### src/hdl/sups_pkg.sv
// Shared types and codes for the sorted unique priority store.
`timescale 1ns / 1ps
package sups_pkg;

  typedef enum logic {
    OP_INSERT = 1'b0,
    OP_DELETE = 1'b1
  } sups_op_t;

  typedef enum logic [2:0] {
    ST_INSERTED  = 3'd0,
    ST_DUPLICATE = 3'd1,
    ST_REMOVED   = 3'd2,
    ST_NOT_FOUND = 3'd3,
    ST_FULL      = 3'd4
  } sups_status_t;

  typedef struct packed {
    sups_op_t           func;
    logic signed [31:0] value;
  } sups_req_t;

  typedef struct packed {
    sups_status_t       status;
    logic [3:0]         position;
    logic [4:0]         count;
    logic               top_valid;
    logic signed [31:0] top_value;
  } sups_resp_t;

  typedef struct packed {
    logic load;
    logic shift;
    logic ins;
    logic del;
  } sups_cell_ctrl_t;

endpackage

### src/hdl/sups_stream_if.sv
// Valid/ready stream interface carrying one payload per beat.
`timescale 1ns / 1ps
interface sups_stream_if #(
  parameter type payload_t = logic
);
  logic     valid;
  logic     ready;
  payload_t payload;

  modport source (output valid, output payload, input ready);
  modport sink (input valid, input payload, output ready);
endinterface

### src/hdl/sups_cell.sv
// One storage cell of the sorted chain, with its compare and scan flags.
`timescale 1ns / 1ps
module sups_cell (
  input  logic                     clk,
  input  sups_pkg::sups_cell_ctrl_t ctrl,
  input  logic signed [31:0]       value,
  input  logic                     occ,
  input  logic signed [31:0]       left_entry,
  input  logic                     left_gt,
  input  logic signed [31:0]       right_entry,
  input  logic                     right_sg,
  input  logic                     right_se,
  output logic signed [31:0]       entry,
  output logic                     gt,
  output logic                     sg,
  output logic                     se
);

  logic               is_gt;
  logic               is_eq;
  logic signed [31:0] entry_next;

  assign is_gt = occ && (entry > value);
  assign is_eq = occ && (entry == value);

  always_comb begin
    entry_next = entry;
    if (ctrl.ins && !gt) begin
      entry_next = left_gt ? value : left_entry;
    end else if (ctrl.del && !gt) begin
      entry_next = right_entry;
    end
  end

  always_ff @(posedge clk) begin
    entry <= entry_next;
    if (ctrl.load) begin
      gt <= is_gt;
      sg <= is_gt;
      se <= is_eq;
    end else if (ctrl.shift) begin
      sg <= right_sg;
      se <= right_se;
    end
  end

endmodule

### src/hdl/sorted_unique_priority_store.sv
// Top level of the sorted unique priority store built from a chain of cells.
//
// The req channel carries one operation per beat: insert or delete of a signed
// 32-bit value. The resp channel returns exactly one beat per operation with
// the status, the position involved, the fill count and the current maximum.
// Values are kept in descending order, one per cell, so cell 0 holds the top.
// One operation is in flight at a time. Every cell compares its value with
// the request in the same cycle; the resulting flags then shift toward cell 0,
// one cell per cycle, until the first entry that is not greater than the
// request arrives. The chain then moves its entries one place, all in the
// same cycle. The scan stops at the position equal to the number of stored
// values greater than the request. A finished response waits in the output
// register while the next request is accepted and processed; only the
// response load waits on a stalled receiver. Reset empties the store at
// once; no clearing pass is needed.
`timescale 1ns / 1ps
module sorted_unique_priority_store #(
  parameter int CAPACITY = 16
) (
  input logic          clk,
  input logic          rst,
  sups_stream_if.sink   req,
  sups_stream_if.source resp
);

  localparam int CW = $clog2(CAPACITY + 1);

  typedef enum logic [4:0] {
    S_IDLE    = 5'b00001,
    S_COMPARE = 5'b00010,
    S_SCAN    = 5'b00100,
    S_APPLY   = 5'b01000,
    S_RESP    = 5'b10000
  } state_t;

  state_t                   state;
  sups_pkg::sups_op_t       op;
  logic signed [31:0]       value;
  logic [CW-1:0]            count;
  logic [CW-1:0]            pos;
  logic                     found;
  sups_pkg::sups_status_t   status;
  sups_pkg::sups_cell_ctrl_t ctrl;

  logic signed [31:0] entry [CAPACITY];
  logic [CAPACITY-1:0] gt;
  logic [CAPACITY-1:0] sg;
  logic [CAPACITY-1:0] se;
  logic [CAPACITY-1:0] occ;

  logic               full;
  logic [CW+3:0]      pos_ext;
  logic [CW+4:0]      count_ext;

  assign full = (count == CW'(CAPACITY));
  assign req.ready = (state == S_IDLE);

  always_comb begin
    ctrl       = '0;
    ctrl.load  = (state == S_COMPARE);
    ctrl.shift = (state == S_SCAN) && sg[0];
    ctrl.ins   = (state == S_APPLY) && (op == sups_pkg::OP_INSERT) && !found && !full;
    ctrl.del   = (state == S_APPLY) && (op == sups_pkg::OP_DELETE) && found;
  end

  for (genvar i = 0; i < CAPACITY; i++) begin : g_cell
    logic signed [31:0] left_entry;
    logic               left_gt;
    logic signed [31:0] right_entry;
    logic               right_sg;
    logic               right_se;

    assign occ[i] = (CW'(i) < count);

    if (i == 0) begin : g_head
      assign left_entry = entry[0];
      assign left_gt    = 1'b1;
    end else begin : g_mid
      assign left_entry = entry[i-1];
      assign left_gt    = gt[i-1];
    end

    if (i == CAPACITY - 1) begin : g_tail
      assign right_entry = entry[i];
      assign right_sg    = 1'b0;
      assign right_se    = 1'b0;
    end else begin : g_body
      assign right_entry = entry[i+1];
      assign right_sg    = sg[i+1];
      assign right_se    = se[i+1];
    end

    sups_cell u_cell (
      .clk         (clk),
      .ctrl        (ctrl),
      .value       (value),
      .occ         (occ[i]),
      .left_entry  (left_entry),
      .left_gt     (left_gt),
      .right_entry (right_entry),
      .right_sg    (right_sg),
      .right_se    (right_se),
      .entry       (entry[i]),
      .gt          (gt[i]),
      .sg          (sg[i]),
      .se          (se[i])
    );
  end

  always_ff @(posedge clk) begin
    if (rst) begin
      state <= S_IDLE;
      count <= '0;
    end else begin
      unique case (state)
        S_IDLE: begin
          if (req.valid) begin
            state <= S_COMPARE;
          end
        end
        S_COMPARE: begin
          state <= S_SCAN;
        end
        S_SCAN: begin
          if (!sg[0]) begin
            state <= S_APPLY;
          end
        end
        S_APPLY: begin
          state <= S_RESP;
          if (ctrl.ins) begin
            count <= count + CW'(1);
          end else if (ctrl.del) begin
            count <= count - CW'(1);
          end
        end
        S_RESP: begin
          if (!resp.valid || resp.ready) begin
            state <= S_IDLE;
          end
        end
        default: begin
          state <= S_IDLE;
        end
      endcase
    end
  end

  always_ff @(posedge clk) begin
    if (req.valid && req.ready) begin
      op    <= req.payload.func;
      value <= req.payload.value;
    end
    if (state == S_COMPARE) begin
      pos <= '0;
    end else if (ctrl.shift) begin
      pos <= pos + CW'(1);
    end else if (state == S_APPLY) begin
      if (!found && (op == sups_pkg::OP_DELETE || full)) begin
        pos <= '0;
      end
    end
    if (state == S_SCAN && !sg[0]) begin
      found <= se[0];
    end
    if (state == S_APPLY) begin
      if (op == sups_pkg::OP_INSERT) begin
        if (found) begin
          status <= sups_pkg::ST_DUPLICATE;
        end else if (full) begin
          status <= sups_pkg::ST_FULL;
        end else begin
          status <= sups_pkg::ST_INSERTED;
        end
      end else begin
        status <= found ? sups_pkg::ST_REMOVED : sups_pkg::ST_NOT_FOUND;
      end
    end
  end

  assign pos_ext   = {4'b0, pos};
  assign count_ext = {5'b0, count};

  always_ff @(posedge clk) begin
    if (rst) begin
      resp.valid <= 1'b0;
    end else if (state == S_RESP && (!resp.valid || resp.ready)) begin
      resp.valid <= 1'b1;
    end else if (resp.ready) begin
      resp.valid <= 1'b0;
    end
  end

  always_ff @(posedge clk) begin
    if (state == S_RESP && (!resp.valid || resp.ready)) begin
      resp.payload.status    <= status;
      resp.payload.position  <= pos_ext[3:0];
      resp.payload.count     <= count_ext[4:0];
      resp.payload.top_valid <= (count != '0);
      resp.payload.top_value <= (count != '0) ? entry[0] : 32'sd0;
    end
  end

  a_count_bound: assert property (@(posedge clk) disable iff (rst)
    count <= CW'(CAPACITY))
    else $error("fill count above capacity");

  a_scan_bound: assert property (@(posedge clk) disable iff (rst)
    (state == S_SCAN) |-> (pos <= count))
    else $error("scan ran past the occupied cells");

  a_one_move: assert property (@(posedge clk) disable iff (rst)
    !(ctrl.ins && ctrl.del))
    else $error("insert and delete moves at once");

  a_accept_start: assert property (@(posedge clk) disable iff (rst)
    (req.valid && req.ready) |=> (state == S_COMPARE))
    else $error("accepted request did not start a compare");

endmodule

### src/flat_wrapper.sv
// flat-port wrapper written by rule: the top's interface ports become plain ports
module sorted_unique_priority_store_flat 
#(
  parameter int CAPACITY = 16
)
  (clk, rst, req_valid, req_payload, req_ready, resp_valid, resp_payload, resp_ready);
  sups_stream_if #(.payload_t(sups_pkg::sups_req_t)) req_i ();
  sups_stream_if #(.payload_t(sups_pkg::sups_resp_t)) resp_i ();
  input logic clk;
  input logic rst;
  input wire logic [$bits(req_i.valid)-1:0] req_valid;
  input wire logic [$bits(req_i.payload)-1:0] req_payload;
  output wire logic [$bits(req_i.ready)-1:0] req_ready;
  output wire logic [$bits(resp_i.valid)-1:0] resp_valid;
  output wire logic [$bits(resp_i.payload)-1:0] resp_payload;
  input wire logic [$bits(resp_i.ready)-1:0] resp_ready;
  assign req_i.valid = req_valid;
  assign req_i.payload = req_payload;
  assign req_ready = req_i.ready;
  assign resp_valid = resp_i.valid;
  assign resp_payload = resp_i.payload;
  assign resp_i.ready = resp_ready;
  sorted_unique_priority_store #(.CAPACITY(CAPACITY)) u_core (.clk(clk), .rst(rst), .req(req_i), .resp(resp_i));
endmodule
### config.mk
export PLATFORM = sky130hd
export DESIGN_NAME = sorted_unique_priority_store_flat
export DESIGN_NICKNAME = d
export VERILOG_FILES = /design/src/hdl/sups_pkg.sv /design/src/hdl/sups_stream_if.sv /design/src/hdl/sups_cell.sv /design/src/hdl/sorted_unique_priority_store.sv /design/src/flat_wrapper.sv
export SDC_FILE = /design/constraint.sdc
export NUM_CORES = 2
export LEC_CHECK = 0
export BUFFER_PORTS_ARGS = -buffer_cell sky130_fd_sc_hd__buf_2
export CORE_ASPECT_RATIO = 1.4
export CORE_MARGIN = 2
export CORE_UTILIZATION = 50
export DETAILED_ROUTE_END_ITERATION = 10
export GPL_TIMING_DRIVEN = 0
export PLACE_DENSITY = 0.66
export SETUP_SLACK_MARGIN = 0.2
export SLEW_MARGIN = 10
export SYNTH_ARGS = -nofsm -noshare
export SYNTH_HDL_FRONTEND = slang
export SYNTH_SLANG_ARGS = --single-unit
### constraint.sdc
create_clock -name clk -period 5.9 [get_ports clk]
set_input_delay 1.18 -clock clk [delete_from_list [all_inputs] [get_ports clk]]
set_output_delay 1.18 -clock clk [all_outputs]
set_load 0.005 [all_outputs]
==> out/metrics.yaml <==
synth.distinct_cells: 53
cp_slowest_cell: "nor4_1"
antenna_found_initial: 0
synth-main-ff-cell: "edfxtp_1"
finalSetupViolCount: 0
place_congestion: 0.9163
remaining_drc_errors: 0
ir_drop_mv: 0.2097
dieArea_mm2: 0.08744
p_sw_frac: 0.3256
routed_wl_um: 118300
cts_resized: 0
root_buffer: "clkbuf_16"
layout-drive-gt1-share: 0.08423
synth.net_count: 4500
fin_crit_sh: 0.8116
max_stage_delay_ns: 1.08
postCtsSetupBuffers: 0
critPathTopFamily: "simple AND/OR/NAND/NOR gates"
core_mm2: 0.08434
synth_area_leaders: "edfxtp_1 45%, ha_1 15%, mux2i_1 11%, a21oi_1 7.8%, nor2_1 4.7%"
start_util: 0.5042
power.switching_mw: 4.441
wire_per_inst_um: 22.46
relSlewSlack: 0.1368
io_pins: 84
path_cells: "clkbuf_1 > clkbuf_1 > inv_1 > ha_1 > nand4_1 > nor4_1 > nand3_1 > a2111oi_0 > a21o_1"
cts_made_buffers: 72
grt_pass1_vias: 31700
combPwrFrac: 0.271
hold_buffers: 0
numClockSinks: 657
hpwlAfterDp_um: 96360
dr.pass1.iters: 6
die_width_um: 250.5
grt_max_degree: 33
cp.arrival_ns: 5.30
grtUsageTotal: 0.2667
period_needed_ns: 4.788
synth_largest_area_cell: "edfxtp_1"
worstPathMaxFanout: 16
fin_cells: 5267
synth-seq-cells: 657
grt_pass1_wl_um: 178300
postRouteAntennaNets: 0
cp-start-kind: "flop"
worst_ep_required_time_ns: 6.41
cts_tree: "done"
worst_pin_slew_ns: 1.283
internal-power_mw: 9.200
cts.clk_slew.worst_paths_ns: 0.06
synth_edf_count: 642
first_iter_violations: 2140
drv_cap: 0
synth_cells: 3946
syn2layout_area_growth_pct: 10.92
dp.cells: 5135
place_area_mm2: 0.04482
finalPower_mw: 13.64
finalNetCount: 4675
power_frac_clock: 0.339
rsz0062_at_grt: "false"
yosys_warnings: 0
worstSetupEndpointType: "flop"
via_count: 31030
powerDensity_mw_per_mm2: 289.2
hold_violations: 0
p_seq_frac: 0.390
cts.htree.levels: 3
layout_common_cells: "665 x a21oi_1, 642 x edfxtp_1, 521 x nor2_1"
p_leak_nw: 18.83
grt-ovfl-total: 0
fin_skew_ns: 0.02634
path_buf_inv: 3
fin_area_mm2: 0.04717
async_reset_ff_frac: 0
r2r_start: "u_core.value[31]$_DFFE_PP_"
avgViaCountPerCell: 5.891
timing.fmax_mhz: 208.8
synth_top_area_share: 0.4533
rows: 126
synth_seq_area_share: 0.4604
io_buffers: 83
critPathMostFrequentCell: "clkbuf_1"
crit_type: "reg -> reg"
hp-start: "u_core.status[1]$_SDFFCE_PP1P_"
die_h_um: 349.1
num_antenna_cells: 0
whs_ns: 0.4205
synth_area_per_cell_um2: 10.78
cp-startpoint: "u_core.value[31]$_DFFE_PP_"
mostFrequentLayoutCell: "a21oi_1"
clk_latency_ns: 0.64
cts_buffer_depth: 3
setup_tns_ns: 0
hold_path.class: "reg -> reg"
synthesis.area_mm2: 0.04253
outcome: "complete, no violations"
report.final.slew_viol_count: 0
## cell type report
type	count	area (um^2)
Fill cell	7390	37170
Multi-Input combinational cell	2991	21740
Sequential cell	657	19580
Clock buffer	91	2009
Tap cell	1088	1361
Buffer	230	1082
Timing Repair Buffer	101	798.3
Clock inverter	41	340.3
Inverter	68	255.2
## routing by layer
| layer | global-route usage | routed length, um | vias to the layer above | part of all wire |
|---|---|---|---|---|
| li1 | - | - | 15250 | - |
| met5 | 0 | 0 | - | 0 |
| met4 | 0.1364 | 6141 | 0 | 0.052 |
| met1 | 0.2944 | 45640 | 14700 | 0.39 |
| met3 | 0.02562 | 4299 | 265 | 0.036 |
| met2 | 0.5053 | 62210 | 806 | 0.53 |
## metrics by stage
stage / utilization / setup WS [ns]
2_1_floorplan: - / 2.109
5_1_grt: 0.5592 / 1.011
3_5_place_dp: 0.5314 / 1.308
6_report: 0.5592 / 1.112
3_3_place_gp: 0.5253 / 0.7369
4_1_cts: 0.5592 / 1.261
## cell families after synthesis
logic type / Yosys count / share of synthesized area
xor+xnor: 19 / 0.003913
compound gates: 882 / 0.1147
simple gates: 1061 / 0.1151
mux: 512 / 0.1223
flops: 657 / 0.4604
buf+inv: 298 / 0.03142
fa+ha+maj: 517 / 0.1521
## Yosys cell counts, drive strengths merged, types with 16 or more instances
| library cell | instances |
|---|---|
| nand4 | 122 |
| buf | 72 |
| nor2 | 552 |
| nand3 | 65 |
| nor4 | 30 |
| nand2 | 190 |
| xnor2 | 19 |
| a221oi | 30 |
| mux2 | 62 |
| ha | 517 |
| a211oi | 16 |
| a21oi | 665 |
| nor3 | 22 |
| clkbuf | 158 |
| o31ai | 26 |
| and2 | 34 |
| edfxtp | 642 |
| o21ai | 68 |
| o211ai | 40 |
| mux2i | 450 |
| inv | 68 |
## worst paths after layout
| check | to | depth (start not counted) | slack [ns] |
|---|---|---|---|
| setup / recovery | u_core.g_cell[4].u_cell.se$_DFFE_PP_ | 9 | 1.11 |
| hold / removal | u_core.resp.payload[43]$_DFFE_PP_ | 0 | 0.42 |
| setup reg to reg | u_core.g_cell[4].u_cell.se$_DFFE_PP_ | 9 | 1.11 |
| hold reg to reg | u_core.resp.payload[43]$_DFFE_PP_ | 0 | 0.42 |
## power groups by stage
stage	Sequential (mW)	Combinational, mW	Clock, mW
finish	5.32	3.69	4.63
global route	5.33	4.12	4.85
CTS	5.32	3.67	4.71
detailed placement	5.41	3.65	0
global placement	5.42	3.53	0
floorplan	5.40	2.49	0
## worst reg2reg max path: stages, from the launching register on
cell,delay (ns)
edfxtp_1,0.32
clkbuf_1,0.40
clkbuf_1,0.57
inv_1,0.53
ha_1,0.54
nand4_1,0.20
nor4_1,1.08
nand3_1,0.36
a2111oi_0,0.51
a21o_1,0.13
## registers in the layout (all words and copies together), names as in the netlist
name / flops
u_core.pos: 4
u_core.g_cell.u_cell.sg: 16
u_core.count: 5
u_core.g_cell.u_cell.gt: 16
u_core.op: 1
u_core.g_cell.u_cell.entry: 512
u_core.found: 1
u_core.g_cell.u_cell.se: 16
u_core.state: 5
u_core.status: 3
u_core.resp.valid: 1
u_core.value: 32
u_core.resp.payload: 45
No activity file was read; power rests on OpenSTA's default activity.
